### config.mk
export PLATFORM = sky130hd
export DESIGN_NAME = multi_head_heater_power_manager_flat
export DESIGN_NICKNAME = d
export VERILOG_FILES = /design/src/mhhpm_pkg.sv /design/src/mhhpm_if.sv /design/src/mhhpm_cfg.sv /design/src/mhhpm_dp.sv /design/src/mhhpm_ctrl.sv /design/src/multi_head_heater_power_manager.sv /design/src/flat_wrapper.sv
export SDC_FILE = /design/constraint.sdc
export NUM_CORES = 2
export LEC_CHECK = 0
export BUFFER_PORTS_ARGS = -buffer_cell sky130_fd_sc_hd__buf_2
export CORE_ASPECT_RATIO = 0.7
export CORE_MARGIN = 3
export CORE_UTILIZATION = 60
export CTS_BUF_LIST = sky130_fd_sc_hd__clkbuf_8
export CTS_CLUSTER_DIAMETER = 60
export CTS_CLUSTER_SIZE = 16
export DETAILED_ROUTE_END_ITERATION = 12
export HOLD_SLACK_MARGIN = 0.12
export PLACE_DENSITY_LB_ADDON = 0.2
export SYNTH_ARGS = -nofsm -noshare
export SYNTH_HDL_FRONTEND = slang
export SYNTH_SLANG_ARGS = --single-unit
### constraint.sdc
create_clock -name clk -period 23.5 [get_ports clk]
set_input_delay 5.875 -clock clk [delete_from_list [all_inputs] [get_ports clk]]
set_output_delay 5.875 -clock clk [all_outputs]
set_load 0.05 [all_outputs]
### src/mhhpm_pkg.sv
// package for the multi-head heater power manager
// holds widths, command codes, head modes, config layout and the watt table
// no dependencies
package mhhpm_pkg;

    localparam int HEAD_COUNT = 4;
    localparam int HEAD_W     = (HEAD_COUNT > 1) ? $clog2(HEAD_COUNT) : 1;

    localparam logic [1:0] CMD_COOK  = 2'd0;
    localparam logic [1:0] CMD_FAULT = 2'd1;
    localparam logic [1:0] CMD_TEMP  = 2'd2;
    localparam logic [1:0] CMD_TICK  = 2'd3;

    localparam logic [1:0] MODE_OFF   = 2'd0;
    localparam logic [1:0] MODE_RUN   = 2'd1;
    localparam logic [1:0] MODE_HOT   = 2'd2;
    localparam logic [1:0] MODE_FAULT = 2'd3;

    localparam logic [2:0] REG_DERATE_START = 3'd0;
    localparam logic [2:0] REG_LIMIT_TEMP   = 3'd1;
    localparam logic [2:0] REG_STOP_TEMP    = 3'd2;
    localparam logic [2:0] REG_RESUME_TEMP  = 3'd3;
    localparam logic [2:0] REG_SOFT_POWER   = 3'd4;
    localparam logic [2:0] REG_SOFT_TICKS   = 3'd5;
    localparam logic [2:0] REG_RUN_PERIOD   = 3'd6;
    localparam logic [2:0] REG_LEVEL_LIMIT  = 3'd7;

    localparam logic [15:0] FAULT_POWER = 16'd800;
    localparam logic [15:0] PULSE_POWER = 16'd100;
    localparam logic [5:0]  PULSE_WRAP  = 6'd60;

    // ceil(2^30 / 100), exact divide by 100 for values below 2^23
    localparam logic [23:0] DIV100_RECIP = 24'd10737419;

    typedef struct packed {
        logic [15:0] derate_start;
        logic [15:0] limit_temp;
        logic [15:0] stop_temp;
        logic [15:0] resume_temp;
        logic [15:0] soft_power;
        logic [7:0]  soft_ticks;
        logic [7:0]  run_period;
        logic [3:0]  level_limit;
    } cfg_t;

    // controller to datapath
    typedef struct packed {
        logic              update;
        logic              start;    // load a head and begin derate
        logic              div_step;
        logic              mul_step;
        logic              finish;   // apply stop, soft start, pulse, write back
        logic [HEAD_W-1:0] head;
    } dp_cmd_t;

    typedef struct packed {
        logic div_done;
        logic mul_done;
    } dp_stat_t;

    function automatic logic [15:0] watt_of(input logic [3:0] lvl);
        logic [15:0] w;
        begin
            case (lvl)
                4'd1:    w = 16'd200;
                4'd2:    w = 16'd300;
                4'd3:    w = 16'd400;
                4'd4:    w = 16'd500;
                4'd5:    w = 16'd1000;
                4'd6:    w = 16'd1100;
                4'd7:    w = 16'd1200;
                4'd8:    w = 16'd1300;
                4'd9:    w = 16'd1500;
                4'd10:   w = 16'd2000;
                default: w = 16'd0;
            endcase
            return w;
        end
    endfunction

endpackage

### src/mhhpm_if.sv
// valid/ready channel interfaces for requests and results
// no dependencies
interface mhhpm_req_if;
    logic        valid;
    logic        ready;
    logic [1:0]  command;
    logic [7:0]  head_sel;
    logic        cooking_on;
    logic [15:0] target_watts;
    logic [7:0]  heat_level;
    logic [15:0] fault_word;
    logic [15:0] switch_temp;
    logic [15:0] bottom_temp;
    modport source (output valid, command, head_sel, cooking_on, target_watts,
                    heat_level, fault_word, switch_temp, bottom_temp, input ready);
    modport sink   (input valid, command, head_sel, cooking_on, target_watts,
                    heat_level, fault_word, switch_temp, bottom_temp, output ready);
endinterface

interface mhhpm_res_if;
    logic        valid;
    logic        ready;
    logic [2:0]  head_number;
    logic        heat_active;
    logic [7:0]  level_echo;
    logic [15:0] applied_power;
    logic        last;
    modport source (output valid, head_number, heat_active, level_echo, applied_power, last,
                    input ready);
    modport sink   (input valid, head_number, heat_active, level_echo, applied_power, last,
                    output ready);
endinterface

### src/mhhpm_cfg.sv
// apb register file for the power manager settings
// depends on mhhpm_pkg
module mhhpm_cfg (
    input  logic              clk,
    input  logic              rst_n,
    input  logic              psel,
    input  logic              penable,
    input  logic              pwrite,
    input  logic [4:0]        paddr,
    input  logic [31:0]       pwdata,
    output logic [31:0]       prdata,
    output logic              pready,
    output mhhpm_pkg::cfg_t   cfg
);
    mhhpm_pkg::cfg_t cfg_reg;
    logic [2:0] idx;

    assign pready = 1'b1;
    assign idx    = paddr[4:2];
    assign cfg    = cfg_reg;

    always_ff @(posedge clk or negedge rst_n)
    begin
        if (!rst_n)
        begin
            cfg_reg.derate_start <= 16'd80;
            cfg_reg.limit_temp   <= 16'd100;
            cfg_reg.stop_temp    <= 16'd250;
            cfg_reg.resume_temp  <= 16'd220;
            cfg_reg.soft_power   <= 16'd1000;
            cfg_reg.soft_ticks   <= 8'd5;
            cfg_reg.run_period   <= 8'd10;
            cfg_reg.level_limit  <= 4'd10;
        end
        else if (psel && penable && pwrite)
        begin
            unique case (idx)
                mhhpm_pkg::REG_DERATE_START: cfg_reg.derate_start <= pwdata[15:0];
                mhhpm_pkg::REG_LIMIT_TEMP:   cfg_reg.limit_temp   <= pwdata[15:0];
                mhhpm_pkg::REG_STOP_TEMP:    cfg_reg.stop_temp    <= pwdata[15:0];
                mhhpm_pkg::REG_RESUME_TEMP:  cfg_reg.resume_temp  <= pwdata[15:0];
                mhhpm_pkg::REG_SOFT_POWER:   cfg_reg.soft_power   <= pwdata[15:0];
                mhhpm_pkg::REG_SOFT_TICKS:   cfg_reg.soft_ticks   <= pwdata[7:0];
                mhhpm_pkg::REG_RUN_PERIOD:   cfg_reg.run_period   <= pwdata[7:0];
                mhhpm_pkg::REG_LEVEL_LIMIT:  cfg_reg.level_limit  <= pwdata[3:0];
                default: ;
            endcase
        end
    end

    always_comb
    begin
        prdata = 32'd0;
        unique case (idx)
            mhhpm_pkg::REG_DERATE_START: prdata = {16'd0, cfg_reg.derate_start};
            mhhpm_pkg::REG_LIMIT_TEMP:   prdata = {16'd0, cfg_reg.limit_temp};
            mhhpm_pkg::REG_STOP_TEMP:    prdata = {16'd0, cfg_reg.stop_temp};
            mhhpm_pkg::REG_RESUME_TEMP:  prdata = {16'd0, cfg_reg.resume_temp};
            mhhpm_pkg::REG_SOFT_POWER:   prdata = {16'd0, cfg_reg.soft_power};
            mhhpm_pkg::REG_SOFT_TICKS:   prdata = {24'd0, cfg_reg.soft_ticks};
            mhhpm_pkg::REG_RUN_PERIOD:   prdata = {24'd0, cfg_reg.run_period};
            mhhpm_pkg::REG_LEVEL_LIMIT:  prdata = {28'd0, cfg_reg.level_limit};
            default: prdata = 32'd0;
        endcase
    end
endmodule

### src/mhhpm_dp.sv
// datapath: per-head state, derate divider and multiplier, power steps
// depends on mhhpm_pkg
module mhhpm_dp (
    input  logic                clk,
    input  logic                rst_n,
    input  mhhpm_pkg::cfg_t     cfg,
    input  mhhpm_pkg::dp_cmd_t  cmd,
    input  logic [1:0]          command,
    input  logic                cooking_on,
    input  logic [15:0]         target_watts,
    input  logic [7:0]          heat_level,
    input  logic [15:0]         fault_word,
    input  logic [15:0]         switch_temp,
    input  logic [15:0]         bottom_temp,
    output mhhpm_pkg::dp_stat_t stat,
    output logic [15:0]         power,
    output logic [7:0]          level
);
    localparam int N = mhhpm_pkg::HEAD_COUNT;
    localparam int HEAD_W_L = mhhpm_pkg::HEAD_W;

    logic [1:0]  mode_reg   [N];
    logic [15:0] target_reg [N];
    logic [7:0]  lvl_reg    [N];
    logic [15:0] fault_reg  [N];
    logic [15:0] igbt_reg   [N];
    logic [15:0] bot_reg    [N];
    logic [7:0]  soft_reg   [N];
    logic [15:0] saved_reg  [N];
    logic [5:0]  phase_reg  [N];

    // working registers for the head in evaluation
    logic [15:0] p_reg;
    logic [15:0] rem_reg;     // restoring division remainder
    logic [15:0] span_reg;
    logic [6:0]  quo_reg;     // quotient bits shift in; only the low 7 quotient bits are kept
    logic [22:0] num_reg;
    logic [4:0]  dcnt_reg;
    logic [22:0] prod_reg;    // p * (100 - drop), max 65535*100
    logic [6:0]  mul_reg;
    logic [2:0]  mcnt_reg;
    logic [1:0]  dphase_reg;  // 0 pass through, 1 zero, 2 derate
    logic [15:0] der_reg;     // prod / 100
    logic [15:0] power_reg;

    logic [HEAD_W_L-1:0] h;
    assign h = cmd.head;

    logic [15:0] base_p;
    logic [15:0] tbl_p;
    always_comb
    begin
        tbl_p = 16'd0;
        if (lvl_reg[h] <= {4'd0, cfg.level_limit} && lvl_reg[h] <= 8'd10)
            tbl_p = mhhpm_pkg::watt_of(lvl_reg[h][3:0]);
        base_p = target_reg[h];
        if (target_reg[h] == 16'd0 && lvl_reg[h] != 8'd0)
            base_p = tbl_p;
    end

    // dividend (t - start) * 100 fits in 23 bits
    logic [15:0] tdiff;
    logic [22:0] tdiff100;
    assign tdiff    = igbt_reg[h] - cfg.derate_start;
    assign tdiff100 = 23'({tdiff, 6'd0}) + 23'({tdiff, 5'd0}) + 23'({tdiff, 2'd0});

    // quotient is below 100 since t < limit, so 7 quotient bits suffice
    // but the full dividend needs a long division: 23 steps
    logic [16:0] trial;
    assign trial = {rem_reg, num_reg[22]} - {1'b0, span_reg};

    // divide by 100 through a reciprocal multiply
    logic [46:0] scaled;
    assign scaled = 47'(prod_reg) * 47'(mhhpm_pkg::DIV100_RECIP);

    // finishing path
    logic [15:0] derated;
    logic [15:0] after_stop;
    logic        goes_hot;
    logic [15:0] soft_p;
    logic [15:0] saved_n;
    logic [7:0]  soft_n;
    logic [15:0] out_p;
    logic [5:0]  phase_n;
    logic [5:0]  phase_inc;
    logic [5:0]  on_cnt;
    logic [7:0]  cnt_tmp;

    always_comb
    begin
        derated = p_reg;
        if (dphase_reg == 2'd1)
            derated = 16'd0;
        else if (dphase_reg == 2'd2)
            derated = der_reg;
        goes_hot   = 1'b0;
        after_stop = derated;
        if (derated != 16'd0 && bot_reg[h] >= cfg.stop_temp)
        begin
            goes_hot   = 1'b1;
            after_stop = 16'd0;
        end
        saved_n = saved_reg[h];
        soft_n  = soft_reg[h];
        cnt_tmp = soft_reg[h];
        soft_p  = after_stop;
        if (after_stop <= cfg.soft_power)
        begin
            saved_n = 16'd0;
            soft_n  = 8'd0;
            soft_p  = after_stop;
        end
        else
        begin
            if (saved_reg[h] != after_stop)
            begin
                saved_n = after_stop;
                cnt_tmp = cfg.soft_ticks;
            end
            if (cnt_tmp != 8'd0)
            begin
                soft_n = cnt_tmp - 8'd1;
                soft_p = cfg.soft_power;
            end
            else
            begin
                soft_n = cnt_tmp;
                soft_p = saved_n;
            end
        end
        phase_inc = (phase_reg[h] == mhhpm_pkg::PULSE_WRAP - 6'd1) ? 6'd0
                                                                    : phase_reg[h] + 6'd1;
        phase_n = 6'd0;
        out_p   = soft_p;
        on_cnt  = 6'd0;
        if (soft_p < mhhpm_pkg::PULSE_POWER)
        begin
            phase_n = phase_inc;
            if (soft_p >= 16'd50)
                on_cnt = 6'd30;
            else if (soft_p >= 16'd25)
                on_cnt = 6'd15;
            out_p = (phase_inc < on_cnt) ? mhhpm_pkg::PULSE_POWER : 16'd0;
        end
    end

    always_ff @(posedge clk or negedge rst_n)
    begin
        if (!rst_n)
        begin
            for (int i = 0; i < N; i++)
            begin
                mode_reg[i]   <= mhhpm_pkg::MODE_OFF;
                target_reg[i] <= 16'd0;
                lvl_reg[i]    <= 8'd0;
                fault_reg[i]  <= 16'd0;
                igbt_reg[i]   <= 16'd25;
                bot_reg[i]    <= 16'd25;
                soft_reg[i]   <= 8'd0;
                saved_reg[i]  <= 16'd0;
                phase_reg[i]  <= 6'd0;
            end
            p_reg      <= 16'd0;
            rem_reg    <= 16'd0;
            span_reg   <= 16'd0;
            quo_reg    <= 7'd0;
            num_reg    <= 23'd0;
            prod_reg   <= 23'd0;
            mul_reg    <= 7'd0;
            der_reg    <= 16'd0;
            power_reg  <= 16'd0;
            dcnt_reg   <= 5'd0;
            mcnt_reg   <= 3'd0;
            dphase_reg <= 2'd0;
        end
        else
        begin
            if (cmd.update)
            begin
                case (command)
                    mhhpm_pkg::CMD_COOK:
                    begin
                        target_reg[h] <= target_watts;
                        lvl_reg[h]    <= heat_level;
                        if (!cooking_on)
                            mode_reg[h] <= mhhpm_pkg::MODE_OFF;
                        else if (mode_reg[h] == mhhpm_pkg::MODE_OFF)
                        begin
                            mode_reg[h]  <= mhhpm_pkg::MODE_RUN;
                            soft_reg[h]  <= 8'd0;
                            saved_reg[h] <= 16'd0;
                        end
                    end
                    mhhpm_pkg::CMD_FAULT:
                    begin
                        fault_reg[h] <= fault_word;
                        if (fault_word != 16'd0 && mode_reg[h] == mhhpm_pkg::MODE_RUN)
                            mode_reg[h] <= mhhpm_pkg::MODE_FAULT;
                        if (fault_word == 16'd0 && mode_reg[h] == mhhpm_pkg::MODE_FAULT)
                            mode_reg[h] <= mhhpm_pkg::MODE_RUN;
                    end
                    mhhpm_pkg::CMD_TEMP:
                    begin
                        igbt_reg[h] <= switch_temp;
                        bot_reg[h]  <= bottom_temp;
                    end
                    default: ;
                endcase
            end
            if (cmd.start)
            begin
                p_reg    <= base_p;
                span_reg <= cfg.limit_temp - cfg.derate_start;
                num_reg  <= tdiff100;
                rem_reg  <= 16'd0;
                quo_reg  <= 7'd0;
                dcnt_reg <= 5'd0;
                mcnt_reg <= 3'd0;
                if (base_p == 16'd0 || igbt_reg[h] < cfg.derate_start)
                    dphase_reg <= 2'd0;
                else if (igbt_reg[h] >= cfg.limit_temp)
                    dphase_reg <= 2'd1;
                else
                    dphase_reg <= 2'd2;
            end
            if (cmd.div_step)
            begin
                num_reg  <= {num_reg[21:0], 1'b0};
                dcnt_reg <= dcnt_reg + 5'd1;
                if (!trial[16])
                begin
                    rem_reg <= trial[15:0];
                    quo_reg <= {quo_reg[5:0], 1'b1};
                end
                else
                begin
                    rem_reg <= {rem_reg[14:0], num_reg[22]};
                    quo_reg <= {quo_reg[5:0], 1'b0};
                end
                if (dcnt_reg == 5'd22)
                begin
                    prod_reg <= 23'd0;
                    mul_reg  <= 7'd0;
                end
            end
            // three steps: load factor, multiply, scale down by 100
            if (cmd.mul_step)
            begin
                if (mcnt_reg == 3'd0)
                begin
                    mul_reg  <= 7'd100 - quo_reg;
                    prod_reg <= 23'd0;
                end
                else if (mcnt_reg == 3'd1)
                    prod_reg <= 23'(p_reg) * 23'(mul_reg);
                else
                    der_reg <= scaled[45:30];
                mcnt_reg <= mcnt_reg + 3'd1;
            end
            if (cmd.finish)
            begin
                case (mode_reg[h])
                    mhhpm_pkg::MODE_FAULT:
                        power_reg <= fault_reg[h][14] ? mhhpm_pkg::FAULT_POWER : 16'd0;
                    mhhpm_pkg::MODE_HOT:
                    begin
                        power_reg <= 16'd0;
                        if (bot_reg[h] <= cfg.resume_temp)
                            mode_reg[h] <= mhhpm_pkg::MODE_RUN;
                    end
                    mhhpm_pkg::MODE_RUN:
                    begin
                        if (goes_hot)
                            mode_reg[h] <= mhhpm_pkg::MODE_HOT;
                        saved_reg[h] <= saved_n;
                        soft_reg[h]  <= soft_n;
                        phase_reg[h] <= phase_n;
                        power_reg    <= out_p;
                    end
                    default: power_reg <= 16'd0;
                endcase
            end
        end
    end

    assign stat.div_done = (dcnt_reg == 5'd23);
    assign stat.mul_done = (mcnt_reg == 3'd2);
    assign power = power_reg;
    assign level = lvl_reg[h];
endmodule

### src/mhhpm_ctrl.sv
// controller: request intake, tick counting, head walk and result register
// depends on mhhpm_pkg
module mhhpm_ctrl (
    input  logic                clk,
    input  logic                rst_n,
    input  mhhpm_pkg::cfg_t     cfg,
    input  logic                in_valid,
    output logic                in_ready,
    input  logic [1:0]          command,
    input  logic [7:0]          head_sel,
    output mhhpm_pkg::dp_cmd_t  cmd,
    input  mhhpm_pkg::dp_stat_t stat,
    input  logic [15:0]         power,
    input  logic [7:0]          level,
    output logic                out_valid,
    input  logic                out_ready,
    output logic [2:0]          head_number,
    output logic                heat_active,
    output logic [7:0]          level_echo,
    output logic [15:0]         applied_power,
    output logic                last
);
    localparam int HW = mhhpm_pkg::HEAD_W;
    localparam logic [HW-1:0] LAST_HEAD = HW'(mhhpm_pkg::HEAD_COUNT - 1);

    typedef enum logic [2:0] {S_IDLE, S_START, S_DIV, S_MUL, S_FIN, S_OUT} state_t;

    state_t       state_reg;
    logic [HW-1:0] head_reg;
    logic [7:0]   tick_reg;
    logic         valid_reg;
    logic [15:0]  pwr_reg;
    logic [7:0]   lvl_reg;
    logic [2:0]   num_reg;
    logic         last_reg;
    logic [7:0]   tick_next;

    logic take;
    assign in_ready = (state_reg == S_IDLE);
    assign take     = in_valid && in_ready;
    assign tick_next = tick_reg + 8'd1;

    always_comb
    begin
        cmd          = '0;
        cmd.head     = (state_reg == S_IDLE) ? head_sel[HW-1:0] : head_reg;
        cmd.update   = take && command != mhhpm_pkg::CMD_TICK
                       && head_sel < 8'(mhhpm_pkg::HEAD_COUNT);
        cmd.start    = (state_reg == S_START);
        cmd.div_step = (state_reg == S_DIV) && !stat.div_done;
        cmd.mul_step = (state_reg == S_MUL);
        cmd.finish   = (state_reg == S_FIN);
    end

    always_ff @(posedge clk or negedge rst_n)
    begin
        if (!rst_n)
        begin
            state_reg <= S_IDLE;
            head_reg  <= '0;
            tick_reg  <= 8'd0;
            valid_reg <= 1'b0;
            pwr_reg   <= 16'd0;
            lvl_reg   <= 8'd0;
            num_reg   <= 3'd0;
            last_reg  <= 1'b0;
        end
        else
        begin
            unique case (state_reg)
                S_IDLE:
                    if (take && command == mhhpm_pkg::CMD_TICK)
                    begin
                        if (tick_next < cfg.run_period)
                            tick_reg <= tick_next;
                        else
                        begin
                            tick_reg  <= 8'd0;
                            head_reg  <= '0;
                            state_reg <= S_START;
                        end
                    end
                S_START: state_reg <= S_DIV;
                S_DIV:   if (stat.div_done) state_reg <= S_MUL;
                S_MUL:   if (stat.mul_done) state_reg <= S_FIN;
                S_FIN:   state_reg <= S_OUT;
                S_OUT:
                    if (!valid_reg)
                    begin
                        valid_reg <= 1'b1;
                        pwr_reg   <= power;
                        lvl_reg   <= level;
                        num_reg   <= 3'(head_reg);
                        last_reg  <= (head_reg == LAST_HEAD);
                        if (head_reg == LAST_HEAD)
                            state_reg <= S_IDLE;
                        else
                        begin
                            head_reg  <= head_reg + HW'(1);
                            state_reg <= S_START;
                        end
                    end
                default: state_reg <= S_IDLE;
            endcase
            if (valid_reg && out_ready)
                valid_reg <= 1'b0;
        end
    end

    assign out_valid     = valid_reg;
    assign head_number   = num_reg;
    assign heat_active   = (pwr_reg != 16'd0);
    assign level_echo    = lvl_reg;
    assign applied_power = pwr_reg;
    assign last          = last_reg;
endmodule

### src/multi_head_heater_power_manager.sv
// top level of the multi-head heater power manager
// depends on mhhpm_pkg, mhhpm_if, mhhpm_cfg, mhhpm_ctrl, mhhpm_dp
//
// usage:
//   req channel takes one request per cycle while idle: cooking, fault and
//   temperature updates and 10 ms ticks. updates and ticks that do not end a
//   run period give no result.
//   the tick that completes run_period_ticks starts a pass over all heads;
//   each head goes through load, the 23-step restoring divider for the igbt
//   derate, multiply and scale, finish and result load, and a pass covers
//   all four heads in turn. req.ready is low for the whole pass.
//   res channel carries one result per head, head order, last on the final
//   head. one output register holds it; a stalled receiver holds the walk
//   before the next head's result is loaded.
//   apb port writes the eight settings at byte address 4*i; write only
//   while idle. pready is always high.
//   reset: all heads off, readings 25, settings to defaults, no results.
module multi_head_heater_power_manager (
    input  logic        clk,
    input  logic        rst_n,
    mhhpm_req_if.sink   req,
    mhhpm_res_if.source res,
    input  logic        psel,
    input  logic        penable,
    input  logic        pwrite,
    input  logic [4:0]  paddr,
    input  logic [31:0] pwdata,
    output logic [31:0] prdata,
    output logic        pready
);
    mhhpm_pkg::cfg_t     cfg;
    mhhpm_pkg::dp_cmd_t  cmd;
    mhhpm_pkg::dp_stat_t stat;
    logic [15:0]         power;
    logic [7:0]          level;

    mhhpm_cfg u_cfg (
        .clk, .rst_n, .psel, .penable, .pwrite, .paddr, .pwdata, .prdata, .pready, .cfg
    );

    mhhpm_ctrl u_ctrl (
        .clk, .rst_n, .cfg,
        .in_valid(req.valid), .in_ready(req.ready),
        .command(req.command), .head_sel(req.head_sel),
        .cmd, .stat, .power, .level,
        .out_valid(res.valid), .out_ready(res.ready),
        .head_number(res.head_number), .heat_active(res.heat_active),
        .level_echo(res.level_echo), .applied_power(res.applied_power),
        .last(res.last)
    );

    mhhpm_dp u_dp (
        .clk, .rst_n, .cfg, .cmd,
        .command(req.command), .cooking_on(req.cooking_on),
        .target_watts(req.target_watts), .heat_level(req.heat_level),
        .fault_word(req.fault_word), .switch_temp(req.switch_temp),
        .bottom_temp(req.bottom_temp),
        .stat, .power, .level
    );
endmodule
### src/flat_wrapper.sv
// flat-port wrapper written by rule: the top's interface ports become plain ports
module multi_head_heater_power_manager_flat 
  (clk, rst_n, psel, penable, pwrite, paddr, pwdata, prdata, pready, req_valid, req_command, req_head_sel, req_cooking_on, req_target_watts, req_heat_level, req_fault_word, req_switch_temp, req_bottom_temp, req_ready, res_valid, res_head_number, res_heat_active, res_level_echo, res_applied_power, res_last, res_ready);
  mhhpm_req_if req_i ();
  mhhpm_res_if res_i ();
  input  logic clk;
  input  logic rst_n;
  input  logic psel;
  input  logic penable;
  input  logic pwrite;
  input  logic [4:0] paddr;
  input  logic [31:0] pwdata;
  output logic [31:0] prdata;
  output logic pready;
  input wire logic [$bits(req_i.valid)-1:0] req_valid;
  input wire logic [$bits(req_i.command)-1:0] req_command;
  input wire logic [$bits(req_i.head_sel)-1:0] req_head_sel;
  input wire logic [$bits(req_i.cooking_on)-1:0] req_cooking_on;
  input wire logic [$bits(req_i.target_watts)-1:0] req_target_watts;
  input wire logic [$bits(req_i.heat_level)-1:0] req_heat_level;
  input wire logic [$bits(req_i.fault_word)-1:0] req_fault_word;
  input wire logic [$bits(req_i.switch_temp)-1:0] req_switch_temp;
  input wire logic [$bits(req_i.bottom_temp)-1:0] req_bottom_temp;
  output wire logic [$bits(req_i.ready)-1:0] req_ready;
  output wire logic [$bits(res_i.valid)-1:0] res_valid;
  output wire logic [$bits(res_i.head_number)-1:0] res_head_number;
  output wire logic [$bits(res_i.heat_active)-1:0] res_heat_active;
  output wire logic [$bits(res_i.level_echo)-1:0] res_level_echo;
  output wire logic [$bits(res_i.applied_power)-1:0] res_applied_power;
  output wire logic [$bits(res_i.last)-1:0] res_last;
  input wire logic [$bits(res_i.ready)-1:0] res_ready;
  assign req_i.valid = req_valid;
  assign req_i.command = req_command;
  assign req_i.head_sel = req_head_sel;
  assign req_i.cooking_on = req_cooking_on;
  assign req_i.target_watts = req_target_watts;
  assign req_i.heat_level = req_heat_level;
  assign req_i.fault_word = req_fault_word;
  assign req_i.switch_temp = req_switch_temp;
  assign req_i.bottom_temp = req_bottom_temp;
  assign req_ready = req_i.ready;
  assign res_valid = res_i.valid;
  assign res_head_number = res_i.head_number;
  assign res_heat_active = res_i.heat_active;
  assign res_level_echo = res_i.level_echo;
  assign res_applied_power = res_i.applied_power;
  assign res_last = res_i.last;
  assign res_i.ready = res_ready;
  multi_head_heater_power_manager u_core (.clk(clk), .rst_n(rst_n), .req(req_i), .res(res_i), .psel(psel), .penable(penable), .pwrite(pwrite), .paddr(paddr), .pwdata(pwdata), .prdata(prdata), .pready(pready));
endmodule
-- Yosys cells after proc, flatten, opt, wreduce, memory -nomap -nowiden
Memories as Yosys holds them, arrays and structs flattened.
Index checks and enable logic that the tools add are counted.
- add/subtract/negate cells: 12
- multipliers: 2
- magnitude comparators: 15
- eq/ne operators: 34
- muxes and demuxes: 130
- bitwise operators: 21
- reductions and logical operators: 50
- operators with widths (kind ; number):
    $mux W64 ; 6
    $mux W16 ; 22
    $bwmux W64 ; 5
    $pmux W32 S8 ; 1
    $mux W32 ; 6
    $mux W23 ; 7
    $bmux W16 S2 ; 5
    $mux W8 ; 20
    $and A64 B64 Y64 ; 1
    $bwmux W32 ; 2
    $not A64 Y64 ; 1
    $mux W7 ; 7
    $logic_not A16 Y1 ; 3
    $reduce_bool A16 Y1 ; 3
    $mul A23 B24 Y46 const B ; 1
    $mux W6 ; 6
    $and A32 B32 Y32 ; 1
    $bmux W8 S2 ; 2
    $demux W16 S2 ; 1
    $ge A16 B16 Y1 ; 2
    $le A16 B16 Y1 ; 2
    $not A32 Y32 ; 1
    $pmux W16 S2 ; 1
    $pmux W8 S2 ; 2
    other kinds (66) ; 156
- flip-flop bits (word level): 707
- bits in read-only memories: 144
- input port bits: 127
- output and inout bits: 64
- word-level logic and storage cells: 329
- memories kept: 1
- memory list (name ; words ; bits a word ; read ports ; clocked after memory_dff ; write ports ; RTL line ; RTL):
    (name not given) ; 16 ; 9 ; 1 ; 0 ; 0 ; mhhpm_pkg.sv:64 ; case (lvl)

-- Logic depth before layout (Yosys ltp)
- depth after elaboration: 23
- depth in mapped cells: 45

-- By module
From an unflattened synthesis, not the netlist that was laid out.
- cell total of the unflattened synthesis: 4573
- area total of the unflattened synthesis: 47788.3 um^2
- by module, submodules not included (module ; instances ; cells each ; area each (um^2)):
    mhhpm_dp ; 1 ; 3956 ; 40812.9
    mhhpm_cfg ; 1 ; 373 ; 4827.1
    mhhpm_ctrl ; 1 ; 244 ; 2148.3

-- Worst setup path before layout
No wires, ideal clock.
- path type: input port to flip-flop
- from: input req_head_sel[1]
- to: register u_core.u_dp.power_reg[6], in the netlist u_core.u_dp.power[6]
- arrival: 14.602 ns
- path slack: 8.820 ns
- stages: 39
- path buffers: 10
- path through: mux2_4 > buf_6 > buf_2 > buf_2 > buf_1 > clkbuf_1 > buf_1 > buf_1 > mux4_2 > ha_1 > nand4_1 > nor3_1 > o2111ai_1 > o21a_1 > a21boi_0 > clkbuf_1 > o211ai_1 > a22oi_1 > (+3 left out) > mux2i_2 > ha_1 > nand4b_2 > nor2_1 > nand2_1 > o41ai_2 > a21oi_1 > o32a_1 > or4b_1 > buf_2 > nor2_1 > o21a_1 > ha_1 > a21o_1 > a21o_1 > a2111oi_0 > a21oi_1 > o21bai_1
- cells in the longest elaborated chain, start to end: 22
- elaborated cells between the ends (all ways): 43
- RTL lines (element ; RTL line ; RTL):
    start, declared ; flat_wrapper.sv:17 ; input wire logic [$bits(req_i.head_sel)-1:0] req_head_sel;
    $mux W2 (*) ; mhhpm_ctrl.sv:46 ; cmd.head = (state_reg == S_IDLE) ? head_sel[HW-1:0] : head_reg;
    $not A2 Y3 (not written as such) (*) ; - ;
    $bmux W16 S2 ; mhhpm_dp.sv:98 ; if (derated != 16'd0 && bot_reg[h] >= cfg.stop_temp)
    $mux W16 (not written as such) (2 in a row) ; mhhpm_dp.sv:98 ;
    $ge A16 B16 Y1 ; mhhpm_dp.sv:98 ;
    $logic_and A1 B1 Y1 ; mhhpm_dp.sv:98 ;
    $mux W16 ; mhhpm_dp.sv:98 ;
    $ne A16 B16 Y1 ; mhhpm_dp.sv:115 ; if (saved_reg[h] != after_stop)
    (+5 left out) ; - ;
    $ge A16 B5 Y1 ; mhhpm_dp.sv:141 ; else if (soft_p >= 16'd25)
    $mux W4 ; mhhpm_dp.sv:141 ;
    $mux W5 ; mhhpm_dp.sv:139 ; if (soft_p >= 16'd50)
    $mux W6 ; mhhpm_dp.sv:136 ; if (soft_p < mhhpm_pkg::PULSE_POWER)
    $lt A6 B6 Y1 ; mhhpm_dp.sv:143 ; out_p = (phase_inc < on_cnt) ? mhhpm_pkg::PULSE_POWER : 16'd0;
    $mux W7 ; mhhpm_dp.sv:143 ;
    $mux W16 ; mhhpm_dp.sv:136 ;
    $pmux W16 S2 (*) ; mhhpm_dp.sv:262 ; case (mode_reg[h])
    end signal, assigned ; mhhpm_dp.sv:264 ; power_reg <= fault_reg[h][14] ? mhhpm_pkg::FAULT_POWER : 16'd0;
    end signal, assigned ; mhhpm_dp.sv:278 ; power_reg <= out_p;
    end, declared ; mhhpm_dp.sv:44 ; logic [15:0] power_reg;
Every way passes the cells marked *; elsewhere a longest branch is shown, timed or not. The select of a mux whose other input is x is not followed.
A chain may end at the register's enable or synchronous reset.

-- Worst setup path in the final report
- from: input req_head_sel[0]
- to: register u_core.u_dp.power_reg[5], in the netlist u_core.u_dp.power[5]
Same word-level chain as after synthesis.

==> results.md <==
* Dominant synthesized flop cell: dfrtp_1
* Via count at 34500
* Slew at the pin closest to its max-slew limit at 1.20 ns
* Number of flip-flops in the largest register at 100
* Top post-synthesis cells by area: dfrtp_1 (31%), fa_1 (12%), ha_1 (12%)
* CP Launch Type: input pin
* Combinational fraction of design power at 63.1%
* Run status: finished clean
* P per Cell Area at 114 mW/mm^2
* Asr flop ratio synth at 100%
* Int Power at 2.94 mW
* CTS Buf Count at 49
* Reg-to-reg startpoint: u_core.u_ctrl.state_reg[2]$_DFFE_PN0P_
* Placer's final routability congestion estimate at 0.969
* Met1 wire length at 56100 um
* WP data required at 24.11 ns
* DRT Pass-1 Iters at 6
* Top Metal Used: met5
* Clk sinks at 645
* CTS tree: yes
* Effective utilization at floorplan at 61.2%
* Tot GR Track Use at 29.5%
* Placed cell areas at 0.0491 mm^2
* Core area at 0.0776 mm^2
* DR WL met3 at 12700 um
* DIE WIDTH at 342 um
* Final ANT Viol Nets at 0
* Max-cap violation count at 0
* # resized after CTS at 0
* Layout cells sized above 1 at 15.5%
* Reg2reg setup slack at 12.21 ns
* Hold Slack at 0.487 ns
* Via/cell ratio at 5.98
* Net Sw Frac at 48.7%
* VDD IR max at 0.0778 mV
* Root Buffer: clkbuf_8
* Setup TNS at 0 ns
* Mapped Area at 0.0475 mm^2
* Setup crit end kind: flop
* Worst-skew pair later-pin latency at 0.71 ns
* Initial antenna violation count at 14
* DRT iter0 DRCs at 3090
* Hold endpoint: u_core.u_dp.soft_reg[20]$_DFF_PN0_
* Drt total wl at 121000 um
* Layout net count at 5546
* Remaining DRCs at 0
* Min-delay src: u_core.u_dp.soft_reg[20]$_DFF_PN0_
* Die Y at 242 um
* EDFF count, synth at 0
* Slowest Stage Delay on Critical Path at 0.82 ns
* Fin crit share at 67.1%
* H-Tree Depth at 2
* Worst-path clk slew at 0.10 ns
* Fin area at 0.0501 mm^2
* Clk pwr share at 10.6%
* PortBufs at 154
* Share of the synthesized area in the top cell type at 31.2%
* Layout area overhead at 5.29%
* First-pass GRT wire length at 193000 um
* Die area at 0.0827 mm^2
* Crit path arrival time at 16.37 ns
* Number of global-route vias before repair at 33700
* Reg power frac at 26.3%
* Clk_skew at 0.0305 ns
* Hold Buf Count CTS at 0
* Hold path cells at 2
* Post-DP HPWL at 92800 um
* Number of synthesized register bits at 645
* WL/cell at 21.0 um
* FF-to-FF End: u_core.u_dp.power[5]$_DFFE_PN0P_
* Unique masters post-synth at 94
* Kind of critical path: in -> reg
* Rel. slew slack at 20.1%
* Sequential area share after synthesis at 34.1%
* Met2 WL at 50300 um
* Leak Pwr at 25.2 nW
* Synth Area per Inst at 10.2 um^2
* Slew Limit Fails at 0
* Final setup viols at 0
* Critical-path top delay cell: nor3_2
* Depth of the most critical reg-to-reg path at 32
* RSZ-0062 raised after global routing: no
* Post-CTS setup buffers at 0
* Post-synthesis cell count at 4646
* Largest net degree at the start of global routing at 184
* Maximum root-to-sink buffer count at 3
* Psw at 2.79 mW
* I/O pin count at 191
* Synth warn at 0
* Fmax at 63.4 MHz
* Multi-input gate area at 0.0284 mm^2
* Hold Path Class: reg -> reg
* Sequential cell area at 0.0162 mm^2
* Placement row count at 85
* Hold Vio Cnt, Final at 0
* Cell type with the largest total area after synthesis: dfrtp_1
* Final Critical Period at 15.76 ns
* Crit-path max FO at 27
* GRT overflow at 0
* Fillers at 6285
## power by group through the flow
stage | Combinational (mW) | Clock [mW] | Sequential, mW
floorplan | 2.66 | 0 | 1.44
global placement | 3.50 | 0 | 1.52
detailed placement | 3.56 | 0 | 1.52
CTS | 3.61 | 0.620 | 1.50
global route | 4.09 | 0.663 | 1.53
finish | 3.61 | 0.606 | 1.51
## critical path: cells and delay by family
kind / cells / cell delay [ns]
simple gates: 10 / 3.74
compound gates: 14 / 3.30
buf+inv: 4 / 1.42
fa+ha+maj: 3 / 0.89
mux: 2 / 1.10
## layout make-up
| type | instances | area share, % |
|---|---|---|
| Timing Repair Buffer | 192 | 2.18 |
| Multi-Input combinational cell | 3236 | 56.8 |
| Antenna cell | 6 | 0.0300 |
| Sequential cell | 645 | 32.4 |
| Tap cell | 1044 | 2.61 |
| Clock buffer | 52 | 1.43 |
| Clock inverter | 28 | 0.350 |
| Inverter | 568 | 4.26 |
## worst max-delay path by stage
stage,start,end,slack (ns),depth (start not counted)
6_report,req_head_sel[0],u_core.u_dp.power[5]$_DFFE_PN0P_,7.74,33
3_5_place_dp,req_head_sel[0],u_core.u_dp.power[5]$_DFFE_PN0P_,7.34,34
3_3_place_gp,req_head_sel[0],u_core.u_dp.power[5]$_DFFE_PN0P_,7.46,32
4_1_cts,req_head_sel[0],u_core.u_dp.power[5]$_DFFE_PN0P_,8.03,34
5_1_grt,req_head_sel[0],u_core.u_dp.power[5]$_DFFE_PN0P_,7.27,34
2_1_floorplan,req_head_sel[1],u_core.u_dp.power[6]$_DFFE_PN0P_,8.82,39
## layer usage
layer | vias to the layer above | GRT usage (%)
met5 | - | 0
met2 | 1262 | 41.2
met4 | 18 | 4.84
met3 | 124 | 8.65
met1 | 17200 | 46.0
li1 | 15900 | -
## synth_stat cells (7+ instances only)
| library cell | n |
|---|---|
| dfrtp_1 | 593 |
| inv_1 | 567 |
| nand2_1 | 530 |
| ha_1 | 447 |
| o21ai_0 | 366 |
| fa_1 | 280 |
| mux2_2 | 279 |
| nor2_1 | 194 |
| clkbuf_1 | 154 |
| a21oi_1 | 136 |
| mux4_2 | 91 |
| mux2i_1 | 69 |
| nand3_1 | 67 |
| xnor2_1 | 59 |
| dfstp_2 | 52 |
| a21o_1 | 48 |
| and2_1 | 45 |
| nor2b_1 | 41 |
| nor3_1 | 40 |
| nand2b_1 | 38 |
| o22ai_1 | 35 |
| xor2_1 | 33 |
| a22oi_1 | 32 |
| o21ai_1 | 29 |
| nand4_1 | 26 |
| nor4_1 | 26 |
| o21a_1 | 24 |
| buf_4 | 23 |
| o31ai_1 | 22 |
| a21boi_0 | 21 |
| a211oi_1 | 19 |
| and3_1 | 18 |
| buf_1 | 18 |
| a22o_1 | 15 |
| buf_2 | 13 |
| o21bai_1 | 13 |
| or3_1 | 13 |
| a31oi_1 | 11 |
| o211ai_1 | 11 |
| o2bb2ai_1 | 10 |
| a221o_1 | 9 |
| nor3b_1 | 7 |
| or2_2 | 7 |
## layout by cell type, fill, tap and decap left out, drive strengths merged, types with 26 or more instances in the layout
cell	netlist	layout
xnor2	59	59
nor4	27	27
dfstp	52	52
mux2i	73	73
nand2b	38	38
inv	567	591
mux4	91	91
dfrtp	593	593
nor3	41	41
and2	46	46
nand3	67	67
clkbuf	155	52
o22ai	35	35
a22oi	32	32
o21ai	395	395
nor2b	41	41
buf	58	192
nand4	26	26
xor2	33	33
a21oi	136	136
fa	280	280
nand2	536	536
a21o	48	48
ha	447	447
nor2	196	196
mux2	280	280
## metrics by stage
stage                     cells  worst slack (ns)  util (%)  power, mW
after floorplan            4662              8.82         -       4.09
after global placement     5685              7.46      63.3       5.01
after detailed placement   5685              7.34      63.3       5.08
after CTS                  5765              8.03      64.5       5.73
after global routing       5767              7.27      64.5       6.29
final                      5771              7.74      64.5       5.73
## kinds of logic after synthesis
group / count (synthesis) / synth area share [%]
flip-flops: 645 / 34.1
buffers and inverters: 781 / 6.45
other: 2 / 0.0158
multiplexers: 444 / 12.5
adder cells (fa/ha/maj): 727 / 23.6
XOR/XNOR: 92 / 1.69
AND/OR/NAND/NOR: 1087 / 10.4
AO/OA/AOI/OAI: 868 / 11.2
(Power assumes the default switching activity.)
